File: src/htfd_pkg.sv
// ----------------------------------------------------------------------------
// htfd_pkg
// Shared types, constants and the CRC-8 byte update for the frame decoder.
// ----------------------------------------------------------------------------
`default_nettype none

package htfd_pkg;

   // CRC-8, polynomial x^8 + x^5 + x^4 + 1, MSB first
   localparam logic [7:0] CRC_POLY = 8'h31;
   localparam logic [7:0] CRC_INIT = 8'hFF;

   // Conversion constants
   localparam logic [14:0] TEMP_SPAN   = 15'd17500;
   localparam logic [14:0] TEMP_OFFSET = 15'd4500;
   localparam logic [13:0] HUM_SPAN    = 14'd10000;

   // Byte positions within one frame
   typedef enum logic [2:0] {
      POS_TEMP_MSB = 3'd0,
      POS_TEMP_LSB = 3'd1,
      POS_TEMP_CRC = 3'd2,
      POS_HUM_MSB  = 3'd3,
      POS_HUM_LSB  = 3'd4,
      POS_HUM_CRC  = 3'd5
   } pos_type;

   // Result status codes
   localparam logic STATUS_OK      = 1'b0;
   localparam logic STATUS_CRC_ERR = 1'b1;

   // One complete frame handed from the assembler to the scaler
   typedef struct packed {
      logic [15:0] temp_word;
      logic [15:0] hum_word;
      logic        status;
   } frame_type;

   function automatic logic [7:0] crc8_byte(input logic [7:0] crc, input logic [7:0] b);
      logic [7:0] c;
      c = crc ^ b;
      for (int k = 0; k < 8; k++) begin
         if (c[7]) begin
            c = {c[6:0], 1'b0} ^ CRC_POLY;
         end else begin
            c = {c[6:0], 1'b0};
         end
      end
      return c;
   endfunction

endpackage

`default_nettype wire

File: src/htfd_assembler.sv
// ----------------------------------------------------------------------------
// htfd_assembler
// Tracks the byte position, runs the CRC and assembles the two raw words.
// ----------------------------------------------------------------------------
`default_nettype none

module htfd_assembler (
   input  wire logic               clock,
   input  wire logic               reset,
   input  wire logic               accept,
   input  wire logic [7:0]         data_byte,
   input  wire logic               frame_start,
   output logic                    frame_valid,
   output htfd_pkg::frame_type     frame
);

   htfd_pkg::pos_type pos_ff, pos_in, eff_pos;
   logic [7:0]        crc_ff, crc_in;
   logic [15:0]       temp_hold_ff, temp_hold_in;
   logic [15:0]       hum_hold_ff, hum_hold_in;
   logic              temp_good_ff, temp_good_in;
   logic [7:0]        crc_upd;

   // frame_start, or an unused position code, restarts at the first byte
   assign eff_pos = (frame_start || (pos_ff > htfd_pkg::POS_HUM_CRC)) ?
                    htfd_pkg::POS_TEMP_MSB : pos_ff;

   assign crc_upd = htfd_pkg::crc8_byte(
                       (eff_pos == htfd_pkg::POS_TEMP_MSB ||
                        eff_pos == htfd_pkg::POS_HUM_MSB) ? htfd_pkg::CRC_INIT : crc_ff,
                       data_byte);

   always_comb begin
      crc_in       = crc_ff;
      temp_hold_in = temp_hold_ff;
      hum_hold_in  = hum_hold_ff;
      temp_good_in = temp_good_ff;
      pos_in       = htfd_pkg::pos_type'(eff_pos + 3'd1);
      case (eff_pos)
         htfd_pkg::POS_TEMP_MSB: begin
            temp_hold_in = {data_byte, 8'h00};
            crc_in       = crc_upd;
         end
         htfd_pkg::POS_TEMP_LSB: begin
            temp_hold_in = {temp_hold_ff[15:8], data_byte};
            crc_in       = crc_upd;
         end
         htfd_pkg::POS_TEMP_CRC: begin
            temp_good_in = (crc_ff == data_byte);
            crc_in       = htfd_pkg::CRC_INIT;
         end
         htfd_pkg::POS_HUM_MSB: begin
            hum_hold_in = {data_byte, 8'h00};
            crc_in      = crc_upd;
         end
         htfd_pkg::POS_HUM_LSB: begin
            hum_hold_in = {hum_hold_ff[15:8], data_byte};
            crc_in      = crc_upd;
         end
         htfd_pkg::POS_HUM_CRC: begin
            crc_in = htfd_pkg::CRC_INIT;
            pos_in = htfd_pkg::POS_TEMP_MSB;
         end
         default: begin
            pos_in = htfd_pkg::POS_TEMP_MSB;
         end
      endcase
   end

   assign frame_valid     = accept && (eff_pos == htfd_pkg::POS_HUM_CRC);
   assign frame.temp_word = temp_hold_ff;
   assign frame.hum_word  = hum_hold_ff;
   assign frame.status    = (temp_good_ff && (crc_ff == data_byte)) ?
                            htfd_pkg::STATUS_OK : htfd_pkg::STATUS_CRC_ERR;

   always_ff @(posedge clock) begin
      if (reset) begin
         pos_ff       <= htfd_pkg::POS_TEMP_MSB;
         crc_ff       <= htfd_pkg::CRC_INIT;
         temp_good_ff <= 1'b0;
      end else if (accept) begin
         pos_ff       <= pos_in;
         crc_ff       <= crc_in;
         temp_good_ff <= temp_good_in;
      end
   end

   always_ff @(posedge clock) begin
      if (accept) begin
         temp_hold_ff <= temp_hold_in;
         hum_hold_ff  <= hum_hold_in;
      end
   end

endmodule

`default_nettype wire

File: src/htfd_scaler.sv
// ----------------------------------------------------------------------------
// htfd_scaler
// Two-stage conversion pipeline: multiply by span, then divide by 65535.
// ----------------------------------------------------------------------------
`default_nettype none

module htfd_scaler (
   input  wire logic                clock,
   input  wire logic                reset,
   input  wire logic                frame_valid,
   input  wire htfd_pkg::frame_type frame,
   output logic                     frame_ready,
   output logic                     rsp_valid,
   input  wire logic                rsp_ready,
   output logic signed [14:0]       rsp_temperature_centi,
   output logic [13:0]              rsp_humidity_centi,
   output logic [15:0]              rsp_temp_word,
   output logic [15:0]              rsp_humidity_word,
   output logic                     rsp_status
);

   logic                s1_valid_ff;
   htfd_pkg::frame_type s1_frame_ff;
   logic [30:0]         temp_prod_ff, temp_prod_in;
   logic [29:0]         hum_prod_ff, hum_prod_in;
   logic                s1_move;
   logic                rsp_valid_ff;
   logic [31:0]         temp_sum;
   logic [30:0]         hum_sum;
   logic [14:0]         temp_q;
   logic [13:0]         hum_q;
   logic [14:0]         temp_centi_ff, temp_centi_in;
   logic [13:0]         hum_centi_ff, hum_centi_in;
   htfd_pkg::frame_type out_frame_ff;

   // advance stage 1 into the result register when it is empty or drained
   assign s1_move     = !rsp_valid_ff || rsp_ready;
   assign frame_ready = !s1_valid_ff || s1_move;

   assign temp_prod_in = 31'(htfd_pkg::TEMP_SPAN) * 31'(frame.temp_word);
   assign hum_prod_in  = 30'(htfd_pkg::HUM_SPAN) * 30'(frame.hum_word);

   // floor(x / 65535) = (x + (x >> 16) + 1) >> 16 for x below 65535 * 65535
   assign temp_sum      = 32'(temp_prod_ff) + 32'(temp_prod_ff[30:16]) + 32'd1;
   assign hum_sum       = 31'(hum_prod_ff) + 31'(hum_prod_ff[29:16]) + 31'd1;
   assign temp_q        = temp_sum[30:16];
   assign hum_q         = hum_sum[29:16];
   assign temp_centi_in = temp_q - htfd_pkg::TEMP_OFFSET;
   assign hum_centi_in  = hum_q;

   always_ff @(posedge clock) begin
      if (reset) begin
         s1_valid_ff  <= 1'b0;
         rsp_valid_ff <= 1'b0;
      end else begin
         if (frame_ready) begin
            s1_valid_ff <= frame_valid;
         end
         if (s1_move) begin
            rsp_valid_ff <= s1_valid_ff;
         end
      end
   end

   always_ff @(posedge clock) begin
      if (frame_ready && frame_valid) begin
         s1_frame_ff  <= frame;
         temp_prod_ff <= temp_prod_in;
         hum_prod_ff  <= hum_prod_in;
      end
      if (s1_move && s1_valid_ff) begin
         out_frame_ff  <= s1_frame_ff;
         temp_centi_ff <= temp_centi_in;
         hum_centi_ff  <= hum_centi_in;
      end
   end

   assign rsp_valid             = rsp_valid_ff;
   assign rsp_temperature_centi = $signed(temp_centi_ff);
   assign rsp_humidity_centi    = hum_centi_ff;
   assign rsp_temp_word         = out_frame_ff.temp_word;
   assign rsp_humidity_word     = out_frame_ff.hum_word;
   assign rsp_status            = out_frame_ff.status;

endmodule

`default_nettype wire

File: src/humidity_temp_frame_decoder_core.sv
// ----------------------------------------------------------------------------
// humidity_temp_frame_decoder_core
// Decodes the six-byte humidity/temperature sensor frame into scaled values.
// ----------------------------------------------------------------------------
// Bytes arrive one item per cycle while req_ready is high: temperature MSB,
// LSB, CRC, then humidity MSB, LSB, CRC. Each word is checked with CRC-8
// (poly 0x31, init 0xFF, no final xor). The sixth byte produces one
// result item carrying temperature in hundredths of a degree C
// (floor(17500*raw/65535) - 4500), humidity in hundredths of a percent
// (floor(10000*raw/65535)), both raw words and a status bit (0 ok, 1 CRC
// mismatch in either word; the values are still given). req_frame_start
// marks the first byte of a frame and drops any partial frame. A byte item
// is accepted every cycle that req_ready is high; the result passes through
// the multiply stage and then the divide-by-65535 stage. Back-pressure on
// the rsp side holds req_ready low only once both pipeline stages are full.
// ----------------------------------------------------------------------------
`default_nettype none

module humidity_temp_frame_decoder_core (
   input  wire logic          clock,
   input  wire logic          reset,
   input  wire logic          req_valid,
   output logic               req_ready,
   input  wire logic [7:0]    req_data_byte,
   input  wire logic          req_frame_start,
   output logic               rsp_valid,
   input  wire logic          rsp_ready,
   output logic signed [14:0] rsp_temperature_centi,
   output logic [13:0]        rsp_humidity_centi,
   output logic [15:0]        rsp_temp_word,
   output logic [15:0]        rsp_humidity_word,
   output logic               rsp_status
);

   logic                req_accept;
   logic                frame_valid;
   logic                frame_ready;
   htfd_pkg::frame_type frame;

   // take a byte only when the conversion pipeline can absorb a frame end
   assign req_ready  = frame_ready;
   assign req_accept = req_valid && req_ready;

   // byte position, CRC and word assembly
   htfd_assembler u_assembler (
      .clock       (clock),
      .reset       (reset),
      .accept      (req_accept),
      .data_byte   (req_data_byte),
      .frame_start (req_frame_start),
      .frame_valid (frame_valid),
      .frame       (frame)
   );

   // scaling pipeline and result register
   htfd_scaler u_scaler (
      .clock                 (clock),
      .reset                 (reset),
      .frame_valid           (frame_valid),
      .frame                 (frame),
      .frame_ready           (frame_ready),
      .rsp_valid             (rsp_valid),
      .rsp_ready             (rsp_ready),
      .rsp_temperature_centi (rsp_temperature_centi),
      .rsp_humidity_centi    (rsp_humidity_centi),
      .rsp_temp_word         (rsp_temp_word),
      .rsp_humidity_word     (rsp_humidity_word),
      .rsp_status            (rsp_status)
   );

   // input stalls only while a result is held by the rsp side
   a_stall_cause: assert property (@(posedge clock) disable iff (reset)
      !req_ready |-> (rsp_valid && !rsp_ready))
      else $error("req_ready low without rsp back-pressure");

   // humidity never exceeds full scale
   a_hum_range: assert property (@(posedge clock) disable iff (reset)
      rsp_valid |-> (rsp_humidity_centi <= 14'd10000))
      else $error("humidity result above full scale");

   // temperature stays within the sensor span
   a_temp_range: assert property (@(posedge clock) disable iff (reset)
      rsp_valid |-> ((rsp_temperature_centi >= -15'sd4500) &&
                     (rsp_temperature_centi <= 15'sd13000)))
      else $error("temperature result out of span");

endmodule

`default_nettype wire
File: config.mk
export PLATFORM = sky130hd
export DESIGN_NAME = humidity_temp_frame_decoder_core
export DESIGN_NICKNAME = d
export VERILOG_FILES = /design/src/htfd_pkg.sv /design/src/htfd_assembler.sv /design/src/htfd_scaler.sv /design/src/humidity_temp_frame_decoder_core.sv
export SDC_FILE = /design/constraint.sdc
export NUM_CORES = 1
export LEC_CHECK = 0
export CAP_MARGIN = 10
export CORE_ASPECT_RATIO = 0.8
export CORE_MARGIN = 2
export CORE_UTILIZATION = 50
export CTS_BUF_LIST = sky130_fd_sc_hd__clkbuf_8
export DETAILED_ROUTE_END_ITERATION = 12
export DONT_BUFFER_PORTS = 1
export GPL_TIMING_DRIVEN = 0
export PLACE_DENSITY = 0.62
export SYNTH_ARGS = -nofsm -noshare
export SYNTH_HDL_FRONTEND = slang
export SYNTH_SLANG_ARGS = --single-unit
File: constraint.sdc
create_clock -name clock -period 11.2 [get_ports clock]
set_input_delay 2.24 -clock clock [delete_from_list [all_inputs] [get_ports clock]]
set_output_delay 2.24 -clock clock [all_outputs]
set_load 0.01 [all_outputs]
Word level (Yosys, flattened, before mapping) --
Index checks and enable logic that the tools add are counted.
Word-level totals: bits in registers 196, bits of input ports 13, output and inout port bits 64, logic and storage cells 84
Cells by class: $add $sub $neg 6, multipliers 2, order comparisons 1, equal/unequal tests 6, multiplexer cells 15, bitwise operators 11, reductions and logical operators 24
Operator list (number):
- $pmux 16 s2 | 2
- $mux 6 | 8
- $add 31x1->31 const B | 1
- $add 31x15->31 | 1
- $add 30x1->30 const B | 1
- $add 30x14->30 | 1
- $mul 13x16->29 const A | 1
- $mul 10x16->26 const A | 1
- $not 3->3 | 8
- $pmux 8 s2 | 1
- $sub 15x13->15 const B | 1
- $eq 8x8->1 | 1
- $mux 8 | 1
- $reduce_and 2->1 | 4
- $xor 8x8->8 | 1
- $eq 3x2->1 const B | 2
- $eq 3x3->1 const B | 2
- $mux 3 | 2
- $reduce_and 3->1 | 2
- $reduce_bool 2->1 | 3
- $logic_and 1x1->1 | 5
- $reduce_or 5->1 | 1
- $logic_or 1x1->1 | 4
- $reduce_or 4->1 | 1
- other kinds (8) | 10

Longest topological paths before layout --
Gate-level depths: netlist of run 1.
depth after elaboration 24, gate-level depth with buffers 19

Modules after synthesis --
Synthesis of run 1 repeated with hierarchy kept, for this count alone.
Second synthesis, totals: cell total of the unflattened synthesis 1176, area total of the unflattened synthesis 13839.5 µm²
By module, submodules not included:
- htfd_scaler | instances 1, cells an instance 966, area each 11436.0 µm², sequential area each 4394.2 µm²
- htfd_assembler | instances 1, cells an instance 209, area each 2397.3 µm², sequential area each 1201.2 µm²
- humidity_temp_frame_decoder_core | instances 1, cells an instance 1, area each 6.3 µm², sequential area each 0.0 µm²

Worst setup path after synthesis of run 1 --
Ideal clock, no wire load.
path kind input port to flip-flop, from in rsp_ready, to reg u_scaler.hum_centi_ff[0] (netlist: u_scaler.rsp_humidity_centi[0]), enable pin, data arrival time 5.065 ns, data required time 10.710 ns, setup slack 5.645 ns, stages 2, path through nor2b_1 nor2b_1
Between the ends: longest elaborated chain between the ends 2
Ends and longest elaborated chain:
- start, declared | RTL line humidity_temp_frame_decoder_core.sv:27 | input wire logic rsp_ready,
- $logic_or 1x1->1 | RTL line htfd_scaler.sv:37 | assign s1_move = !rsp_valid_ff || rsp_ready;
- $logic_and 1x1->1 | RTL line htfd_scaler.sv:71 | if (s1_move && s1_valid_ff) begin
- end signal, assigned | RTL line htfd_scaler.sv:74 | hum_centi_ff <= hum_centi_in;
- end, declared | RTL line htfd_scaler.sv:33 | logic [13:0] hum_centi_ff, hum_centi_in;
No other way between the ends. A chain may end at the register's enable or synchronous reset.

Worst setup path in the final report of run 1 --
from reg u_assembler.temp_hold_ff[9], to reg u_scaler.temp_prod_ff[27] (data pin)
Between the ends: longest elaborated chain between the ends 1
Ends and longest elaborated chain:
- start, declared | RTL line htfd_assembler.sv:19 | logic [15:0] temp_hold_ff, temp_hold_in;
- start signal, assigned | RTL line htfd_assembler.sv:90 | temp_hold_ff <= temp_hold_in;
- $mul 13x16->29 | RTL line htfd_scaler.sv:40 | assign temp_prod_in = 31'(htfd_pkg::TEMP_SPAN) * 31'(frame.temp_word);
- named net u_scaler.temp_prod_in[27] | RTL line htfd_scaler.sv:24 | logic [30:0] temp_prod_ff, temp_prod_in;
- end signal, assigned | RTL line htfd_scaler.sv:68 | temp_prod_ff <= temp_prod_in;
- end, declared | RTL line htfd_scaler.sv:24
The timed path passes the listed nets, and every way through them passes these cells.

==> metrics.cfg, run 1 <==
[cts]
htree_levels=4
clock-sinks=191
cts_buffers=17
path_clk_slew_ps=110
cts_hold_buf=0
clkLatencyLatePin_ps=490
cts_resized=0
postCtsSetupRepairBufs=0
cts-root-buf=clkbuf_8
clockBufferDepth=2
tritoncts=yes

[route]
drt_pass1_iterations=5
wl_per_cell_um=16.3
vias=8289
wirelength_um=25700
drt_iter0_markers=591
drc=0
antenna_left=0
vias_per_cell=5.25

[synth]
ys_seq_elements=191
synth_warnings=0
synth.net_count=1470
avgSynthCellArea_sq_um=11.6
yosysSeqAreaShare_pct=41.0
synth_area_sq_um=13700
synthArstFlopShare_pct=0
synth_edf_count=177
synth_cells=1180
ys.flop_type=edfxtp_1
synth_cell_types=64

[timing]
fin_tns_setup_ps=0
rsz0062_at_grt=no
slew_violations=0
slew_headroom_pct=40.5
timing.final.hold_violations=0
finalCritPeriodShare_pct=46.3
setup_viol=0
layout_min_cycle_time_ps=5190
tightest_slew_ps=890
finClkSkew_ps=16.6
clock.fmax_mhz=193

[pwr]
p_sw_mw=0.842
p_seq_share_pct=37.1
power.share.switching_pct=36.3
ir_drop_mv=0.129
intPower_mw=1.48
finalPower_mw=2.32
clockPowerShare_pct=20.7
leakage_nw=6.46
comb_power_share_pct=42.1
power_density_nw_per_um2=159

[setup_path]
cp_max_fo=7
startpoint_type=flip-flop
rr_worst_depth=16
crit_type=reg -> reg
end_kind=flip-flop
cp_data_required_time_ps=11450
arrival_ps=5430

[place]
place_congestion=0.835
numPortBuffers=0
dp_hpwl_um=19900

[floorplan]
core_area_sq_um=27100
die_area_sq_um=28700
die_w_um=189
io_pins=77
row_count=54
start_util_pct=50.4
die_h_um=152

[layout]
nFillCells=2305
multi_input_area_sq_um=7240
final_nets=1492
diodes=0
seq_area_sq_um=5600
area_delta_synth_final_pct=6.97
layout-drive-gt1-share_pct=4.28

[global_routing]
grt_max_degree=45
grt_overflow=0
grt_antenna_before_repair=0
globalRouteTotalUtil_pct=19.0
grt_pass1_wl_um=42600
first_global_vias=8063

[hold_path]
min_path_cells=0
worstHoldPathType=reg -> reg

[outcome]
outcome=finished clean

[run]
max-cap-violations=0

==> placed cells by master (no fill, tap or decap), types with 3 or more instances in the layout <==
cell type | Yosys | final
nor3_1 | 13 | 13
fa_1 | 80 | 80
o21bai_1 | 5 | 5
inv_1 | 207 | 208
and2_1 | 15 | 15
nand4_1 | 11 | 11
ha_1 | 197 | 197
and3_1 | 27 | 27
nand2b_1 | 19 | 19
a21boi_0 | 5 | 5
a211oi_1 | 8 | 8
inv_6 | 0 | 4
xor2_1 | 27 | 27
o22ai_1 | 9 | 9
edfxtp_1 | 177 | 177
a31oi_1 | 6 | 6
inv_8 | 0 | 4
nand3_1 | 20 | 20
a21oi_1 | 41 | 41
nand2_1 | 47 | 47
a311oi_1 | 3 | 3
clkbuf_1 | 14 | 14
nor2_1 | 48 | 48
o21ai_0 | 32 | 32
clkbuf_8 | 0 | 17
a211oi_2 | 4 | 4
xnor2_1 | 62 | 62
a21o_1 | 21 | 21
o31ai_1 | 4 | 4
nor2b_1 | 14 | 13
o21a_1 | 6 | 6
dfxtp_1 | 14 | 14
==> sequential cells by signal, indices dropped and copies added (netlist names) <==
name and cells:
u_assembler.hum_hold_ff 16, u_scaler.temp_prod_ff 28, u_scaler.rsp_status 1, u_assembler.pos_ff 3, u_scaler.s1_frame_ff 33, u_scaler.s1_valid_ff 1
u_scaler.rsp_valid 1, u_scaler.rsp_humidity_word 16, u_assembler.crc_ff 8, u_assembler.temp_good_ff 1, u_scaler.rsp_temperature_centi 15, u_assembler.temp_hold_ff 16
u_scaler.hum_prod_ff 22, u_scaler.rsp_temp_word 16, u_scaler.rsp_humidity_centi 14
==> synthesized netlist by cell type, drive strengths merged, types with 2 or more instances <==
| cell type | instances | area [sq um] |
|---|---|---|
| o21ai | 32 | 160 |
| xor2 | 27 | 236 |
| nand3 | 20 | 100 |
| nor2 | 48 | 180 |
| and3 | 27 | 169 |
| nor3 | 13 | 65.1 |
| o2bb2ai | 2 | 17.5 |
| a21oi | 41 | 205 |
| o31ai | 4 | 30.0 |
| nand2 | 47 | 176 |
| nand3b | 2 | 15.0 |
| mux2i | 2 | 20.0 |
| xnor2 | 63 | 559 |
| a211o | 2 | 17.5 |
| a211oi | 12 | 110 |
| dfxtp | 14 | 280 |
| nand4 | 11 | 68.8 |
| nand2b | 19 | 119 |
| a41oi | 2 | 17.5 |
| o41ai | 2 | 25.0 |
| clkbuf | 15 | 57.6 |
| nor3b | 3 | 33.8 |
| a221oi | 2 | 23.8 |
| fa | 80 | 1600 |
| a21o | 21 | 158 |
| inv | 208 | 781 |
| a311oi | 3 | 26.3 |
| ha | 197 | 2460 |
| o221ai | 2 | 17.5 |
| o21bai | 5 | 37.5 |
| a21boi | 5 | 37.5 |
| o21a | 6 | 45.0 |
| and2 | 16 | 100 |
| a31oi | 7 | 50.1 |
| nor2b | 14 | 87.6 |
| o22ai | 10 | 68.8 |
| or3 | 2 | 12.5 |
| or2 | 2 | 12.5 |
| edfxtp | 177 | 5320 |
==> metal layers <==
layer	GRT usage (%)	share of wire (%)	up-vias
met5	0	0	-
met2	26.9	41	156
li1	-	-	4102
met3	4.23	4.4	18
met1	29.7	54	4013
met4	4.06	0.94	0
==> worst max-delay path, cell delays in order (launching register included) <==
cell      delay, ps
edfxtp_1        610
ha_1            420
fa_1            460
ha_1            310
fa_1            480
inv_1            60
fa_1            550
inv_1            50
ha_1            350
a21oi_1         140
a21boi_0        110
or4_1           440
o21ai_0         290
and2_1          170
clkbuf_1        220
a31oi_1         140
xor2_1          160
==> power by group through the flow <==
stage	clock network [mW]	registers (mW)	logic [mW]
after global placement	0	0.877	0.962
after detailed placement	0	0.876	0.973
final	0.481	0.860	0.977
after global routing	0.521	0.862	1.12
after CTS	0.499	0.860	0.984
after floorplan	0	0.867	0.781
==> area by class of cell <==
class,count,area share [%]
plain buffers,16,0.420
clock buffers,17,1.60
clock inverters,15,1.22
inverters,208,5.36
multi-input cells,765,49.5
flip-flops and latches,191,38.3
well taps,364,3.12
repair buffers,3,0.462
==> per-stage QoR <==
step           instances  cell area [sq um]  util (%)  hold WS, ps  setup WS, ps
2_1_floorplan       1180              13700         -          400          5650
3_3_place_gp        1544              14100      52.1          402          3730
3_5_place_dp        1547              14200      52.4          405          6040
4_1_cts             1579              14600      53.9          418          6020
5_1_grt             1579              14600      53.9          427          5730
6_report            1579              14600      53.9          412          6010
==> logic make-up (layout without fill, tap and decap cells) <==
logic type	count (synthesis)	in the layout	share of synthesized area [%]
compound gates	164	164	8.09
xor+xnor	92	92	6.17
simple gates	230	230	8.69
fa+ha+maj	277	277	29.8
buf+inv	224	259	6.16
mux	2	2	0.147
flops	191	191	41.0
==> path summary, 6_finish.rpt <==
kind / start / to / slack (ps)
hold / removal: u_scaler.s1_frame_ff[32] / u_scaler.rsp_temp_word[15] / 410
setup reg to reg: u_assembler.temp_hold_ff[9] / u_scaler.temp_prod_ff[27] / 6010
hold reg to reg: u_scaler.s1_frame_ff[32] / u_scaler.rsp_temp_word[15] / 410
setup / recovery: u_assembler.temp_hold_ff[9] / u_scaler.temp_prod_ff[27] / 6010
Power figures use the tool's default switching activity.
==> inputs of run 2 (changes only) <==
- clock period: 11.2 -> 5.3 ns (I/O delays scaled with it)
==> run 2 against run 1 <==
  * Highest routed layer unchanged
  * Combinational power is 110% higher
  * Total power is 110% higher
  * Critical endpoint is now u_scaler.hum_prod_ff[25]
  * Die area stayed put
  * Non-clock buffer count is 12 higher
  * Hold slack better by 1.5 ps
  * Critical path type unchanged
  * Cell area is 0.62% higher
  * Via count is 0.43% higher
  * Final cell count is 0.76% higher
  * Sequential power is 110% higher
==> metrics.cfg, run 2 (synthesized netlist as in run 1, its figures left out) <==
[run]
max-cap-violations=0

[cts]
htree_levels=4
clockBufferDepth=2
cts-root-buf=clkbuf_8
cts_buffers=17
path_clk_slew_ps=110
cts_hold_buf=0
clock-sinks=191
clkLatencyLatePin_ps=490
tritoncts=yes

[setup_path]
cp_data_required_time_ps=5530
cp_max_fo=5
cp_cell_sequence=inv_1 > fa_1 > inv_1 > ha_1 > inv_1 > fa_1 > inv_1 > ha_1 > inv_1 > fa_1 > inv_1 > ha_1 > o21a_1 > and3_1 > a21oi_1 > o221ai_1 > nor2_1 > o21ai_0 > xor2_1
startpoint_type=flip-flop
cp_common_cell=inv_1
end_kind=flip-flop
arrival_ps=5270
slowest_delay_ps=530
slowest_stage=fa_1
path_buf_inv=6
crit_type=reg -> reg
crit_family=adder cells

[timing]
finalWorstSetupSlack_ps=259
slew_headroom_pct=43.4
timing.final.hold_violations=0
whs_ps=413
layout_min_cycle_time_ps=5040
finClkSkew_ps=16.4
finalCritPeriodShare_pct=95.1
tightest_slew_ps=846
setup_viol=0
slew_violations=0
clock.fmax_mhz=198

[global_routing]
grt_antenna_before_repair=0
grt_pass1_wl_um=42600
first_global_vias=8063
grt_max_degree=45
grt_overflow=0
globalRouteTotalUtil_pct=19.0

[route]
vias=8325
antenna_left=0
drc=0
drt_pass1_iterations=5
drt_iter0_markers=520
wl_per_cell_um=16.2
vias_per_cell=5.23
wirelength_um=25800

[pwr]
finalPower_mw=4.90
power.share.switching_pct=36.2
p_seq_share_pct=37.0
comb_power_share_pct=42.2
leakage_nw=6.52
clockPowerShare_pct=20.8
ir_drop_mv=0.273
p_sw_mw=1.78
intPower_mw=3.12
power_density_nw_per_um2=333

[floorplan]
io_pins=77
die_area_sq_um=28700
die_w_um=189
core_area_sq_um=27100
start_util_pct=50.4
die_h_um=152
row_count=54

[layout]
largest_register_ffs=33
fin_area_sq_um=14700
stdcell_count=1591
reg_top3=u_scaler.s1_frame_ff (33), u_scaler.temp_prod_ff (28), u_scaler.hum_prod_ff (22)
largest_register=u_scaler.s1_frame_ff
diodes=0
layout-drive-gt1-share_pct=5.22
layout_commonest_cell=inv_1
mostFrequentLayoutCells=208 x inv_1, 197 x ha_1, 177 x edfxtp_1, 80 x fa_1, 62 x xnor2_1
final_nets=1504
area_delta_synth_final_pct=7.63

[hold_path]
worstHoldPathType=reg -> reg

[place]
dp.cells=1547
dp_hpwl_um=19900
numPortBuffers=0
place_ws_ps=143
place_congestion=0.835
place_area_sq_um=14200

[outcome]
outcome=finished clean

run 2: changes by cell type in the layout (fill, tap and decap cells not counted):
cell | previous run | this run
o21ai_1 | 0 | 1
o21ai_0 | 32 | 31
buf_4 | 0 | 12
run 2: repair_timing:
item / 4_1_cts / 5_1_grt
setup endpoints to repair: 0 / 6
buffers inserted: 0 / 12
resized for setup: 0 / 1
run 2: through the flow:
stage / TNS, ps / utilization, %
floorplan: 0 / -
global placement: -60660 / 52.1
detailed placement: 0 / 52.4
CTS: 0 / 53.9
global route: -4.08 / 54.3
finish: 0 / 54.3
run 2: power by group through the flow:
stage,clock network (mW),logic (mW),registers [mW]
2_1_floorplan,0,1.65,1.83
3_3_place_gp,0,2.03,1.85
3_5_place_dp,0,2.06,1.85
4_1_cts,1.05,2.08,1.82
5_1_grt,1.10,2.38,1.82
6_report,1.02,2.07,1.81
run 2: area by class of cell:
cell class | count | area, sq um
clock buffer | 17 | 234
sequential | 191 | 5600
inverter | 208 | 783
fill | 2299 | 12400
tap | 364 | 455
buffer | 16 | 61.3
multi-input combinational | 765 | 7240
clock inverter | 15 | 179
timing repair buffer | 15 | 158
run 2: layer usage:
metal | global-route usage [%] | vias to the layer above | wire length [um]
li1 | - | 4123 | -
met1 | 29.7 | 4029 | 13800
met2 | 26.9 | 155 | 10600
met3 | 4.23 | 18 | 1150
met4 | 4.06 | 0 | 242
met5 | 0 | - | 0
run 2: worst paths after layout:
path         cells past startpoint                  startpoint  slack, ps                    endpoint
max                             19  u_assembler.hum_hold_ff[5]        260    u_scaler.hum_prod_ff[25]
min                              0    u_scaler.s1_frame_ff[32]        410  u_scaler.rsp_temp_word[15]
max reg2reg                     19  u_assembler.hum_hold_ff[5]        260    u_scaler.hum_prod_ff[25]
min reg2reg                      0    u_scaler.s1_frame_ff[32]        410  u_scaler.rsp_temp_word[15]
